==> src/hw/rtl/rsr_pkg.sv <==
// Shared types, constants and elaboration-time tables for the radio setting calculator.
`default_nettype none

package rsr_pkg;

  // Crystal and request limits
  localparam int CRYSTAL_HZ     = 32000000;
  localparam int MAX_PAYLOAD    = 64;
  localparam int MAX_SYNC_BYTES = 8;

  // Field widths
  localparam int CARRIER_W = 30;
  localparam int RATE_W    = 19;
  localparam int DEV_W     = 20;
  localparam int BW_W      = 20;
  localparam int MOD_W     = 3;
  localparam int PWR_W     = 6;
  localparam int SYNC_W    = 4;
  localparam int PAY_W     = 8;
  localparam int BR_W      = 16;
  localparam int FDEV_W    = 14;
  localparam int FRF_W     = 24;
  localparam int MODC_W    = 4;
  localparam int RXBW_W    = 7;
  localparam int BYTE_W    = 8;

  // Validity ranges
  localparam int CARRIER_MIN = 290000000;
  localparam int CARRIER_MAX = 1020000000;
  localparam int RATE_MAX    = 300000;
  localparam int PWR_MIN     = -18;
  localparam int PWR_MAX     = 13;
  localparam int PWR_OFS     = 18;

  // Defaults for zero requests
  localparam int DEF_RATE = 4800;
  localparam int DEF_DEV  = 5000;

  // Word limits
  localparam int BR_MAX   = 16'hFFFF;
  localparam int FDEV_MAX = 14'h3FFF;
  localparam int FRF_MAX  = 24'hFFFFFF;

  typedef enum logic [MOD_W-1:0] {
    MOD_NONE    = 3'd0,
    MOD_FSK     = 3'd1,
    MOD_GFSK    = 3'd2,
    MOD_MSK     = 3'd3,
    MOD_GMSK    = 3'd4,
    MOD_OOK     = 3'd5,
    MOD_LORA    = 3'd6,
    MOD_INVALID = 3'd7
  } mod_e;

  localparam logic [MODC_W-1:0] MODC_PLAIN  = 4'd0;
  localparam logic [MODC_W-1:0] MODC_SHAPED = 4'd1;
  localparam logic [MODC_W-1:0] MODC_OOK    = 4'd8;

  localparam logic [BYTE_W-1:0] PA_BASE    = 8'h80;
  localparam logic [BYTE_W-1:0] PKT_VAR    = 8'h80;
  localparam logic [BYTE_W-1:0] PKT_CRC    = 8'h10;
  localparam logic [BYTE_W-1:0] PKT_NODE   = 8'h02;
  localparam logic [BYTE_W-1:0] SYNC_ON    = 8'h80;
  localparam int                SYNC_SHIFT = 3;

  // Divider geometry
  localparam int STEP_SHIFT    = 19;
  localparam int CRY_W         = $clog2(CRYSTAL_HZ + 1);
  localparam int DIVD_W        = CARRIER_W + STEP_SHIFT + 1;
  localparam int DSR_W         = (CRY_W > RATE_W) ? CRY_W : RATE_W;
  localparam int STEPS_A       = DIVD_W - CRY_W + 1;
  localparam int STEPS_B       = CRY_W + 1;
  localparam int DIV_STEPS     = (STEPS_A > STEPS_B) ? STEPS_A : STEPS_B;
  localparam int STEPS_PER_STG = 4;
  localparam int NUM_DIV_STG   = (DIV_STEPS + STEPS_PER_STG - 1) / STEPS_PER_STG;
  localparam logic [DIVD_W-1:0] HALF_XTAL = DIVD_W'(CRYSTAL_HZ / 2);
  localparam logic [DIVD_W-1:0] XTAL_N    = DIVD_W'(CRYSTAL_HZ);

  localparam int NUM_LANES = 3;
  localparam int LANE_BR   = 0;
  localparam int LANE_FD   = 1;
  localparam int LANE_FRF  = 2;

  typedef struct packed {
    logic [DSR_W-1:0]     den;
    logic [DSR_W-1:0]     rem;
    logic [DIV_STEPS-1:0] lo;   // dividend bits still to shift in, quotient bits shifted in
  } div_lane_t;

  typedef div_lane_t [NUM_LANES-1:0] lanes_t;

  typedef struct packed {
    logic              ok;
    logic [MODC_W-1:0] modul;
    logic [RXBW_W-1:0] rx_bw;
    logic [BYTE_W-1:0] pa;
    logic [BYTE_W-1:0] pkt;
    logic [BYTE_W-1:0] sync;
    logic [BYTE_W-1:0] len;
  } side_t;

  typedef struct packed {
    side_t  side;
    lanes_t lanes;
  } pipe_data_t;

  // Receive bandwidth candidate tables
  localparam int NUM_BW      = 24;
  localparam int BW_CMP_W    = (CRY_W > BW_W) ? CRY_W : BW_W;
  localparam int BW_SHIFT_FSK = 2;
  localparam int BW_SHIFT_OOK = 3;
  localparam logic [RXBW_W-1:0] BW_CODE_BASE = 7'h40;
  localparam logic [RXBW_W-1:0] BW_DEF_CODE  = 7'h55;

  typedef logic [BW_CMP_W-1:0] bw_hz_arr_t [NUM_BW];
  typedef logic [RXBW_W-1:0]   bw_code_arr_t [NUM_BW];

  function automatic logic [BW_CMP_W-1:0] bw_raw_hz(input int idx, input int s);
    int q;
    q = CRYSTAL_HZ >> ((idx & 7) + s);
    case (idx >> 3)
      0:       q = q >> 4;
      1:       q = q / 20;
      default: q = q / 24;
    endcase
    return BW_CMP_W'(q);
  endfunction

  function automatic logic [RXBW_W-1:0] bw_raw_code(input int idx);
    return BW_CODE_BASE | RXBW_W'(((idx >> 3) << 3) | (idx & 7));
  endfunction

  // Stable ascending order: ties keep mantissa/exponent order
  function automatic int bw_rank(input int i, input int s);
    int r;
    r = 0;
    for (int j = 0; j < NUM_BW; j++) begin
      if ((bw_raw_hz(j, s) < bw_raw_hz(i, s)) ||
          ((bw_raw_hz(j, s) == bw_raw_hz(i, s)) && (j < i))) begin
        r++;
      end
    end
    return r;
  endfunction

  function automatic bw_hz_arr_t bw_hz_sorted(input int s);
    bw_hz_arr_t r;
    for (int i = 0; i < NUM_BW; i++) begin
      r[bw_rank(i, s)] = bw_raw_hz(i, s);
    end
    return r;
  endfunction

  function automatic bw_code_arr_t bw_code_sorted(input int s);
    bw_code_arr_t r;
    for (int i = 0; i < NUM_BW; i++) begin
      r[bw_rank(i, s)] = bw_raw_code(i);
    end
    return r;
  endfunction

  function automatic logic [RXBW_W-1:0] bw_max_code(input int s);
    logic [BW_CMP_W-1:0] best;
    logic [RXBW_W-1:0]   code;
    best = '0;
    code = BW_CODE_BASE;
    for (int i = 0; i < NUM_BW; i++) begin
      if (bw_raw_hz(i, s) > best) begin
        best = bw_raw_hz(i, s);
        code = bw_raw_code(i);
      end
    end
    return code;
  endfunction

  localparam bw_hz_arr_t   BW_HZ_FSK   = bw_hz_sorted(BW_SHIFT_FSK);
  localparam bw_hz_arr_t   BW_HZ_OOK   = bw_hz_sorted(BW_SHIFT_OOK);
  localparam bw_code_arr_t BW_CODE_FSK = bw_code_sorted(BW_SHIFT_FSK);
  localparam bw_code_arr_t BW_CODE_OOK = bw_code_sorted(BW_SHIFT_OOK);
  localparam logic [RXBW_W-1:0] BW_MAX_FSK = bw_max_code(BW_SHIFT_FSK);
  localparam logic [RXBW_W-1:0] BW_MAX_OOK = bw_max_code(BW_SHIFT_OOK);

endpackage

`default_nettype wire

==> src/hw/rtl/rsr_prep.sv <==
// Front stage: checks, small register codes, bandwidth pick and divider setup.
`default_nettype none

module rsr_prep (
  input  logic                                clk_i,
  input  logic                                rst_ni,
  input  logic                                en_i,
  input  logic                                vld_i,
  input  logic [rsr_pkg::CARRIER_W-1:0]       carrier_hz_i,
  input  logic [rsr_pkg::RATE_W-1:0]          bit_rate_i,
  input  logic [rsr_pkg::DEV_W-1:0]           deviation_i,
  input  logic [rsr_pkg::BW_W-1:0]            bandwidth_i,
  input  logic [rsr_pkg::MOD_W-1:0]           modulation_i,
  input  logic signed [rsr_pkg::PWR_W-1:0]    power_dbm_i,
  input  logic [rsr_pkg::SYNC_W-1:0]          sync_len_i,
  input  logic [rsr_pkg::PAY_W-1:0]           payload_len_i,
  input  logic                                variable_mode_i,
  input  logic                                crc_on_i,
  input  logic                                node_filter_i,
  output logic                                vld_o,
  output rsr_pkg::pipe_data_t                 data_o
);
  import rsr_pkg::*;

  function automatic div_lane_t lane_init(input logic [DIVD_W-1:0] num,
                                          input logic [DSR_W-1:0] den);
    div_lane_t l;
    l.den = den;
    l.rem = DSR_W'(num >> DIV_STEPS);
    l.lo  = num[DIV_STEPS-1:0];
    return l;
  endfunction

  logic [RATE_W-1:0]   rate_eff;
  logic [DEV_W-1:0]    dev_eff;
  logic [DIVD_W-1:0]   br_num;
  logic [DIVD_W-1:0]   fd_num;
  logic [DIVD_W-1:0]   frf_num;
  logic [BW_CMP_W-1:0] bw_x;
  logic [RXBW_W-1:0]   bw_code;
  logic                is_ook;
  logic                ok;
  pipe_data_t          data_d;
  pipe_data_t          data_q;
  logic                vld_q;

  assign rate_eff = (bit_rate_i == '0) ? RATE_W'(DEF_RATE) : bit_rate_i;
  assign dev_eff  = (deviation_i == '0) ? DEV_W'(DEF_DEV) : deviation_i;
  assign br_num   = XTAL_N + DIVD_W'(rate_eff >> 1);
  assign fd_num   = (DIVD_W'(dev_eff) << STEP_SHIFT) + HALF_XTAL;
  assign frf_num  = (DIVD_W'(carrier_hz_i) << STEP_SHIFT) + HALF_XTAL;
  assign is_ook   = (mod_e'(modulation_i) == MOD_OOK);
  assign bw_x     = BW_CMP_W'(bandwidth_i);

  // First sorted entry reaching the request, else widest; zero gives default
  always_comb begin
    bw_code = is_ook ? BW_MAX_OOK : BW_MAX_FSK;
    for (int i = NUM_BW - 1; i >= 0; i--) begin
      if (is_ook) begin
        if (BW_HZ_OOK[i] >= bw_x) bw_code = BW_CODE_OOK[i];
      end else begin
        if (BW_HZ_FSK[i] >= bw_x) bw_code = BW_CODE_FSK[i];
      end
    end
    if (bandwidth_i == '0) bw_code = BW_DEF_CODE;
  end

  always_comb begin
    ok = 1'b1;
    if (!(carrier_hz_i inside {[CARRIER_MIN:CARRIER_MAX]})) ok = 1'b0;
    if (!(bit_rate_i inside {[1:RATE_MAX]})) ok = 1'b0;
    if (sync_len_i > SYNC_W'(MAX_SYNC_BYTES)) ok = 1'b0;
    if (payload_len_i > PAY_W'(MAX_PAYLOAD)) ok = 1'b0;
    if ((power_dbm_i < PWR_MIN) || (power_dbm_i > PWR_MAX)) ok = 1'b0;
    if ((payload_len_i == '0) && (variable_mode_i || crc_on_i || node_filter_i)) ok = 1'b0;
    if (!(modulation_i inside {MOD_FSK, MOD_GFSK, MOD_MSK, MOD_GMSK, MOD_OOK})) ok = 1'b0;
  end

  always_comb begin
    data_d.side.ok = ok;
    case (mod_e'(modulation_i))
      MOD_GFSK, MOD_GMSK: data_d.side.modul = MODC_SHAPED;
      MOD_OOK:            data_d.side.modul = MODC_OOK;
      default:            data_d.side.modul = MODC_PLAIN;
    endcase
    data_d.side.rx_bw = bw_code;
    data_d.side.pa    = PA_BASE | BYTE_W'(5'(power_dbm_i[4:0] + 5'(PWR_OFS)));
    data_d.side.pkt   = (variable_mode_i ? PKT_VAR : '0) | (crc_on_i ? PKT_CRC : '0) |
                        (node_filter_i ? PKT_NODE : '0);
    data_d.side.sync  = (sync_len_i == '0) ? '0 :
                        (SYNC_ON | (BYTE_W'(SYNC_W'(sync_len_i - 1'b1)) << SYNC_SHIFT));
    data_d.side.len   = payload_len_i + PAY_W'(node_filter_i);
    data_d.lanes[LANE_BR]  = lane_init(br_num, DSR_W'(rate_eff));
    data_d.lanes[LANE_FD]  = lane_init(fd_num, DSR_W'(CRYSTAL_HZ));
    data_d.lanes[LANE_FRF] = lane_init(frf_num, DSR_W'(CRYSTAL_HZ));
  end

  always_ff @(posedge clk_i or negedge rst_ni) begin
    if (!rst_ni) begin
      vld_q <= 1'b0;
    end else if (en_i) begin
      vld_q <= vld_i;
    end
  end

  always_ff @(posedge clk_i) begin
    if (en_i) begin
      data_q <= data_d;
    end
  end

  assign vld_o  = vld_q;
  assign data_o = data_q;

endmodule

`default_nettype wire

==> src/hw/rtl/rsr_div.sv <==
// Pipelined restoring divider: three lanes, a few quotient bits per stage.
`default_nettype none

module rsr_div (
  input  logic                clk_i,
  input  logic                rst_ni,
  input  logic                en_i,
  input  logic                vld_i,
  input  rsr_pkg::pipe_data_t data_i,
  output logic                vld_o,
  output rsr_pkg::pipe_data_t data_o
);
  import rsr_pkg::*;

  function automatic div_lane_t div_step(input div_lane_t a);
    logic [DSR_W:0] t;
    div_lane_t      r;
    r = a;
    t = {a.rem, a.lo[DIV_STEPS-1]};
    if (t >= {1'b0, a.den}) begin
      r.rem = DSR_W'(t - {1'b0, a.den});
      r.lo  = {a.lo[DIV_STEPS-2:0], 1'b1};
    end else begin
      r.rem = t[DSR_W-1:0];
      r.lo  = {a.lo[DIV_STEPS-2:0], 1'b0};
    end
    return r;
  endfunction

  logic [NUM_DIV_STG:0] vld;
  pipe_data_t           data [NUM_DIV_STG+1];

  assign vld[0]  = vld_i;
  assign data[0] = data_i;

  for (genvar k = 0; k < NUM_DIV_STG; k++) begin : g_stg
    pipe_data_t nxt;
    pipe_data_t data_q;
    logic       vld_q;

    always_comb begin
      nxt = data[k];
      for (int l = 0; l < NUM_LANES; l++) begin
        for (int j = 0; j < STEPS_PER_STG; j++) begin
          // last stage may carry fewer steps
          if (k * STEPS_PER_STG + j < DIV_STEPS) begin
            nxt.lanes[l] = div_step(nxt.lanes[l]);
          end
        end
      end
    end

    always_ff @(posedge clk_i or negedge rst_ni) begin
      if (!rst_ni) begin
        vld_q <= 1'b0;
      end else if (en_i) begin
        vld_q <= vld[k];
      end
    end

    always_ff @(posedge clk_i) begin
      if (en_i) begin
        data_q <= nxt;
      end
    end

    assign vld[k+1]  = vld_q;
    assign data[k+1] = data_q;
  end

  assign vld_o  = vld[NUM_DIV_STG];
  assign data_o = data[NUM_DIV_STG];

endmodule

`default_nettype wire

==> src/hw/rtl/radio_setting_register_calc_unit.sv <==
// Top level of the radio setting calculator: front stage, divider pipeline, output register.
//
// One request enters on the input channel (valid_i / stall_o plus one port per
// field) and one result leaves on the output channel (valid_o / stall_i).
// A transaction happens at a rising edge with valid high and stall low.
// The path is nine register stages: a front stage for range checks and the
// small codes, seven divider stages that resolve four quotient bits each (two
// in the last one) of three parallel restoring divisions (bit rate, deviation,
// carrier), and the output register that also applies the clamps. A new request
// can be taken in every cycle unless the receiver stalls a held result, so
// throughput is one transaction per clock outside such stalls.
// The whole pipeline moves together. It holds only while a result sits in the
// output register and the receiver stalls; stall_o is high exactly then, and
// nothing inside is lost or repeated.
// Reset (rst_ni low, asynchronous) empties every stage; no result is pending
// afterwards. The block has no state that carries from one request to the next.
`default_nettype none

module radio_setting_register_calc_unit (
  input  logic                             clk_i,
  input  logic                             rst_ni,
  input  logic                             valid_i,
  output logic                             stall_o,
  input  logic [rsr_pkg::CARRIER_W-1:0]    carrier_hz_i,
  input  logic [rsr_pkg::RATE_W-1:0]       bit_rate_i,
  input  logic [rsr_pkg::DEV_W-1:0]        deviation_i,
  input  logic [rsr_pkg::BW_W-1:0]         bandwidth_i,
  input  logic [rsr_pkg::MOD_W-1:0]        modulation_i,
  input  logic signed [rsr_pkg::PWR_W-1:0] power_dbm_i,
  input  logic [rsr_pkg::SYNC_W-1:0]       sync_len_i,
  input  logic [rsr_pkg::PAY_W-1:0]        payload_len_i,
  input  logic                             variable_mode_i,
  input  logic                             crc_on_i,
  input  logic                             node_filter_i,
  output logic                             valid_o,
  input  logic                             stall_i,
  output logic                             valid_res_o,
  output logic [rsr_pkg::BR_W-1:0]         bitrate_word_o,
  output logic [rsr_pkg::FDEV_W-1:0]       fdev_word_o,
  output logic [rsr_pkg::FRF_W-1:0]        frf_word_o,
  output logic [rsr_pkg::MODC_W-1:0]       modul_code_o,
  output logic [rsr_pkg::RXBW_W-1:0]       rx_bw_code_o,
  output logic [rsr_pkg::BYTE_W-1:0]       pa_code_o,
  output logic [rsr_pkg::BYTE_W-1:0]       pkt_config_o,
  output logic [rsr_pkg::BYTE_W-1:0]       sync_code_o,
  output logic [rsr_pkg::BYTE_W-1:0]       length_code_o
);
  import rsr_pkg::*;

  logic                 en;
  logic                 prep_vld;
  pipe_data_t           prep_data;
  logic                 div_vld;
  pipe_data_t           div_data;
  logic [DIV_STEPS-1:0] br_q_raw;
  logic [DIV_STEPS-1:0] fd_q_raw;
  logic [DIV_STEPS-1:0] frf_q_raw;

  logic                 out_vld_q;
  side_t                side_q;
  logic [BR_W-1:0]      bitrate_word_d, bitrate_word_q;
  logic [FDEV_W-1:0]    fdev_word_d, fdev_word_q;
  logic [FRF_W-1:0]     frf_word_d, frf_word_q;

  assign en      = !(out_vld_q && stall_i);
  assign stall_o = !en;

  rsr_prep u_prep (
    .clk_i           (clk_i),
    .rst_ni          (rst_ni),
    .en_i            (en),
    .vld_i           (valid_i),
    .carrier_hz_i    (carrier_hz_i),
    .bit_rate_i      (bit_rate_i),
    .deviation_i     (deviation_i),
    .bandwidth_i     (bandwidth_i),
    .modulation_i    (modulation_i),
    .power_dbm_i     (power_dbm_i),
    .sync_len_i      (sync_len_i),
    .payload_len_i   (payload_len_i),
    .variable_mode_i (variable_mode_i),
    .crc_on_i        (crc_on_i),
    .node_filter_i   (node_filter_i),
    .vld_o           (prep_vld),
    .data_o          (prep_data)
  );

  rsr_div u_div (
    .clk_i  (clk_i),
    .rst_ni (rst_ni),
    .en_i   (en),
    .vld_i  (prep_vld),
    .data_i (prep_data),
    .vld_o  (div_vld),
    .data_o (div_data)
  );

  assign br_q_raw  = div_data.lanes[LANE_BR].lo;
  assign fd_q_raw  = div_data.lanes[LANE_FD].lo;
  assign frf_q_raw = div_data.lanes[LANE_FRF].lo;

  always_comb begin
    if (br_q_raw == '0) begin
      bitrate_word_d = BR_W'(1);
    end else if (br_q_raw > DIV_STEPS'(BR_MAX)) begin
      bitrate_word_d = BR_W'(BR_MAX);
    end else begin
      bitrate_word_d = br_q_raw[BR_W-1:0];
    end
    fdev_word_d = (fd_q_raw > DIV_STEPS'(FDEV_MAX)) ? FDEV_W'(FDEV_MAX) : fd_q_raw[FDEV_W-1:0];
    frf_word_d  = (frf_q_raw > DIV_STEPS'(FRF_MAX)) ? FRF_W'(FRF_MAX) : frf_q_raw[FRF_W-1:0];
  end

  always_ff @(posedge clk_i or negedge rst_ni) begin
    if (!rst_ni) begin
      out_vld_q <= 1'b0;
    end else if (en) begin
      out_vld_q <= div_vld;
    end
  end

  always_ff @(posedge clk_i) begin
    if (en) begin
      side_q         <= div_data.side;
      bitrate_word_q <= bitrate_word_d;
      fdev_word_q    <= fdev_word_d;
      frf_word_q     <= frf_word_d;
    end
  end

  assign valid_o        = out_vld_q;
  assign valid_res_o    = side_q.ok;
  assign bitrate_word_o = bitrate_word_q;
  assign fdev_word_o    = fdev_word_q;
  assign frf_word_o     = frf_word_q;
  assign modul_code_o   = side_q.modul;
  assign rx_bw_code_o   = side_q.rx_bw;
  assign pa_code_o      = side_q.pa;
  assign pkt_config_o   = side_q.pkt;
  assign sync_code_o    = side_q.sync;
  assign length_code_o  = side_q.len;

endmodule

`default_nettype wire

==> config.mk <==
export PLATFORM = sky130hd
export DESIGN_NAME = radio_setting_register_calc_unit
export DESIGN_NICKNAME = d
export VERILOG_FILES = /design/src/hw/rtl/rsr_pkg.sv /design/src/hw/rtl/rsr_prep.sv /design/src/hw/rtl/rsr_div.sv /design/src/hw/rtl/radio_setting_register_calc_unit.sv
export SDC_FILE = /design/constraint.sdc
export NUM_CORES = 2
export LEC_CHECK = 0
export ABC_CLOCK_PERIOD_IN_PS = 101300
export BUFFER_PORTS_ARGS = -buffer_cell sky130_fd_sc_hd__buf_2
export CAP_MARGIN = 20
export CORE_UTILIZATION = 45
export DETAILED_ROUTE_END_ITERATION = 10
export PLACE_DENSITY = 0.73
export SYNTH_ARGS = -nofsm -noshare
export SYNTH_HDL_FRONTEND = slang
export SYNTH_SLANG_ARGS = --single-unit
==> constraint.sdc <==
create_clock -name clk_i -period 101.3 [get_ports clk_i]
set_clock_uncertainty 0.05 [all_clocks]
set_input_delay 0 -clock clk_i [delete_from_list [all_inputs] [get_ports clk_i]]
set_output_delay 0 -clock clk_i [all_outputs]
set_load 0.03 [all_outputs]
# ---- After elaboration in Yosys (flattened, before gate mapping)
# Cells that the tools add are included.
dict set report word_totals {
  out_inout_bits 100
  input_bits 117
  ff_bits 1711
}
dict set report classes {
  muxes 156
  n_lt_le_gt_ge 115
  bitwise 4
  n_eq_ne 5
  add_sub_neg 81
  reduce_logical 17
}
# operator n
set op_table {}
lappend op_table {{2-to-1 mux 51 bit} 75}
lappend op_table {{>= comparator 26 x 25 -> 1 bit (second input constant)} 50}
lappend op_table {{subtractor 25 bit (second input constant)} 50}
lappend op_table {{>= comparator 26 x 19 -> 1 bit} 25}
lappend op_table {{subtractor 25 x 19 -> 25 bit} 25}
lappend op_table {{2-to-1 mux 7 bit} 67}
lappend op_table {{>= comparator 11 x 20 -> 1 bit (first input constant)} 3}
lappend op_table {{>= comparator 12 x 20 -> 1 bit (first input constant)} 3}
lappend op_table {{>= comparator 13 x 20 -> 1 bit (first input constant)} 3}
lappend op_table {{>= comparator 14 x 20 -> 1 bit (first input constant)} 3}
lappend op_table {{>= comparator 15 x 20 -> 1 bit (first input constant)} 3}
lappend op_table {{>= comparator 16 x 20 -> 1 bit (first input constant)} 3}
lappend op_table {{>= comparator 17 x 20 -> 1 bit (first input constant)} 3}
lappend op_table {{>= comparator 18 x 20 -> 1 bit (first input constant)} 3}
lappend op_table {{adder 49 x 24 -> 50 bit (second input constant)} 1}
lappend op_table {{>= comparator 25 bit (second input constant)} 2}
lappend op_table {{adder 39 x 24 -> 40 bit (second input constant)} 1}
lappend op_table {{>= comparator 19 x 20 -> 1 bit (first input constant)} 2}
lappend op_table {{logical NOT 20 bit} 2}
lappend op_table {{>= comparator 30 x 29 -> 1 bit (second input constant)} 1}
lappend op_table {{<= comparator 30 bit (second input constant)} 1}
lappend op_table {{adder 25 x 18 -> 26 bit (first input constant)} 1}
lappend op_table {{> comparator 26 x 14 -> 1 bit (second input constant)} 1}
lappend op_table {{> comparator 26 x 16 -> 1 bit (second input constant)} 1}
lappend op_table {{other kinds (34)} 49}

# ---- Longest topological paths before layout
dict set report depth {
  depth_word 47
  depth_mapped 67
  ltp_nobuf 63
}

# ---- By module
# Synthesis repeated with hierarchy kept, for this count alone.
dict set report hier_totals {
  cells_unflattened 19758
  area_unflattened_um2 186661.5
}
# mod cells_each area_each_um2 instances
set by_module_without_submodules {}
lappend by_module_without_submodules {rsr_div 18787 175595.9 1}
lappend by_module_without_submodules {rsr_prep 795 7616.1 1}
lappend by_module_without_submodules {radio_setting_register_calc_unit 176 3449.6 1}

# ---- Least setup slack after synthesis
# No wires, ideal clock.
dict set report synth_path {
  kind {reg-to-output}
  start {register out_vld_q, in the netlist valid_o}
  end {output port stall_o}
  arrival_ps 39469
  path_stages_with_launch 4
  t_required_ps 101250
  setup_slack_ps 61781
  cell_sequence {dfrtp_1 > nand2_1 > clkbuf_1 > inv_1}
}
dict set report synth_between {
  elab_chain_cells 1
}
# item line_no
set synth_lines {}
lappend synth_lines {{start: declaration} radio_setting_register_calc_unit.sv:59} ;# logic out_vld_q;
lappend synth_lines {{start signal: assignment} radio_setting_register_calc_unit.sv:118} ;# out_vld_q <= div_vld;
lappend synth_lines {{logical AND 1 bit} radio_setting_register_calc_unit.sv:65} ;# assign en = !(out_vld_q && stall_i);
lappend synth_lines {{end: declaration} radio_setting_register_calc_unit.sv:23} ;# output logic stall_o,
# No other way between the ends.

==> flow_summary_export.csv <==
group,metric,value,unit
placement,post-dp-hpwl,172000,µm
worst_setup_path,critPathCaptureType,"register",
finish,fill_cells,16904,
worst_setup_path,cpLargestDelayFamily,"compound AO/OA/AOI/OAI gates",
floorplanning,ios,217,
grt,grt_overflow,0,
routing,routedWlPerCell,18.9,µm
min_path,holdPathStages,3,
routing,drt_iter0_markers,6626,
clock_tree,insertion_delay,0.82,ns
synthesis,synth_edf_count,1166,
routing,firstDrtPassIters,8,
routing,drc,0,
timing,min_period,15.54,ns
min_path,min_path_type,"primary input to register",
routing,drtAntennaViolNets,0,
finish,area_delta_synth_final,11.5,%
clock_tree,path_clk_slew,0.06,ns
worst_setup_path,cp_max_fo,39,
worst_setup_path,crit_slowest_cell,"a2111oi_2",
clock_tree,htree_levels,4,
finish,drive_above_1_share,8.23,%
worst_setup_path,r2r-start,"u_div.data[601]",
synthesis,synth-async-reset-ratio,0.766,%
grt,grt_pass1_wl,366000,µm
run,cap_violations,0,
clock_tree,cts_hold_buf,210,
floorplanning,rows,161,
worst_setup_path,cp_common_cell,"a21oi_1",
timing,grt_setup_unrepaired,"false",
floorplanning,initial_utilization,45.3,%
floorplanning,fp.dieH,442,µm
synthesis,ys_warn_count,0,
clock_tree,numCtsBuffers,135,
routing,routed_wl,231000,µm
timing,slew_viol_final,0,
grt,grt_pass1_vias,68903,
floorplanning,die_x,442,µm
status,status,"finished, final reports clean",
finish,layout_common_cells,"edfxtp_1 (1166), nand2_1 (880), nor2_1 (695), a21oi_1 (670), o21ai_0 (639)",
worst_setup_path,worstPathRequired,101.75,ns
worst_setup_path,slowest_delay,0.54,ns
worst_setup_path,worstSetupPathType,"register to register",
timing,fin_crit_sh,15.3,%
synthesis,syn-instance-count,9270,
synthesis,ys_ff_latch,1175,
clock_tree,ctsResizeCount,0,
routing,highest_layer,"met5",
routing,wl_met1,100000,µm
worst_setup_path,start_kind,"register",
clock_tree,cts_tree,"done",
grt,track_usage,22.8,%
synthesis,synth_area_leader_cell,"edfxtp_1",
floorplanning,die-area,195000,µm²
timing,fmax,64.3,MHz
clock_tree,cts.sinks,1175,
worst_setup_path,reg2reg_slack,85.76,ns
worst_setup_path,ff2ff_path_depth,60,
finish,nNetsFinal,10255,
routing,route.met3.wl,12800,µm
timing,hold_viol,0,
routing,vias,72922,
worst_setup_path,crit_buf_inv,6,
timing,finalSetupViolations,0,
timing,relSlewSlack,27.0,%
synthesis,synth.area.top_cells,"edfxtp_1 (40%), ha_1 (7.4%), xnor2_1 (5.6%)",
synthesis,synth_cell_types,125,
clock_tree,cts_setup_buffers,0,
grt,grt_max_degree,181,
grt,grt_antenna_before_repair,12,
routing,viasPerCell,5.96,
synthesis,ys_seq_area_share,40.4,%
floorplanning,core_area,192000,µm²
timing,worst_slew_pin_slew,1.10,ns
placement,routabilityCongestion,0.971,
worst_setup_path,critPathArrivalTime,15.99,ns
finish,layout_commonest_cell,"edfxtp_1",
routing,dr_wl_met2,110000,µm
min_path,holdCritStartpoint,"payload_len_i[1]",
worst_setup_path,r2r-end,"u_div.data[321]",
min_path,min_to,"u_prep.data_o[229]",
synthesis,syn_area_per_cell,9.40,µm²
clock_tree,cts_buffer_depth,3,
placement,io_buffers,201,
clock_tree,cts_root_buffer,"clkbuf_16",
synthesis,yosysTopAreaCellShare,40.2,%
synthesis,syn_area,87200,µm²
synthesis,ys.flop_type,"edfxtp_1",
timing,tns,0,ns
## tightest hold or removal path: stages
cell           delay [ns]
dlygate4sd3_1        0.52
buf_2                0.14
ha_1                 0.15
## worst max path at each step
stage / from / end / slack (ns) / cells past startpoint
6_report: u_div.data[601] / u_div.data[321] / 85.76 / 60
5_1_grt: u_div.data[601] / u_div.data[321] / 84.42 / 61
4_1_cts: u_div.data[601] / u_div.data[321] / 86.06 / 60
3_5_place_dp: u_div.data[601] / u_div.data[321] / 86.14 / 60
3_3_place_gp: u_div.data[601] / u_div.data[320] / 86.44 / 61
2_1_floorplan: valid_o / stall_o / 61.78 / 3
## logic make-up after synthesis
logic type / share of synthesized area, %
fa+ha+maj: 7.95
compound gates: 20.1
other cells: 0.00862
xor+xnor: 7.98
buf+inv: 3.76
mux: 2.39
flops: 40.4
simple gates: 17.4
## sequential cells by signal (all words and copies together), names as in the netlist, 2 cells and up
| register | flops |
|---|---|
| u_div.g_stg.vld_q | 6 |
| frf_word_o | 24 |
| length_code_o | 8 |
| pa_code_o | 5 |
| modul_code_o | 2 |
| u_div.data | 878 |
| bitrate_word_o | 16 |
| fdev_word_o | 14 |
| u_prep.data_o | 108 |
| sync_code_o | 5 |
| pkt_config_o | 3 |
| rx_bw_code_o | 5 |
| u_div.data_o | 97 |
## cell type report
| class | instances | area, µm² | area share, % |
|---|---|---|---|
| timing repair buffer | 469 | 3620 | 3.73 |
| clock inverter | 85 | 911 | 0.937 |
| clock buffer | 154 | 3470 | 3.57 |
| multi-input combinational | 7268 | 48700 | 50.1 |
| antenna | 4 | 10.0 | 0.0103 |
| sequential | 1175 | 35200 | 36.2 |
| tap | 2526 | 3160 | 3.25 |
| inverter | 549 | 2060 | 2.12 |
## per-layer routing
metal | GRT usage, % | vias to the layer above
li1 | - | 35193
met1 | 29.8 | 34662
met2 | 38.5 | 2578
met3 | 2.74 | 487
met4 | 8.51 | 2
met5 | 0 | -
## synthesized netlist by cell type, drive strengths merged, types with 69 or more instances
cell,count
nand3,208
o21a,101
nand2b,132
a21boi,86
xnor2,555
nand2,881
ha,517
clkbuf,222
mux2,103
xor2,228
mux2i,92
and3,102
o21ai,664
a21oi,679
buf,69
nand4,130
nor2,701
edfxtp,1166
a31oi,114
nor2b,112
and2,73
nor4,101
a21o,224
or3,118
inv,545
or2,90
nor3,217
o31ai,104
o211ai,86
a211oi,75
## stage by stage
| step | utilization, % | worst slack (ns) | cells | area [µm²] | hold WS, ns |
|---|---|---|---|---|---|
| floorplan | - | 61.78 | 9283 | 87200 | -0.346 |
| global placement | 47.1 | 86.44 | 11769 | 90600 | -0.200 |
| detailed placement | 47.1 | 86.14 | 11770 | 90600 | -0.189 |
| CTS | 50.5 | 86.06 | 12219 | 97100 | 0.00218 |
| global route | 50.5 | 84.42 | 12228 | 97200 | 0.0542 |
| finish | 50.5 | 85.76 | 12230 | 97200 | 0.0755 |
Power is not shown: default switching activity piles up to over one toggle a cycle in this logic, so the estimate is an artifact.
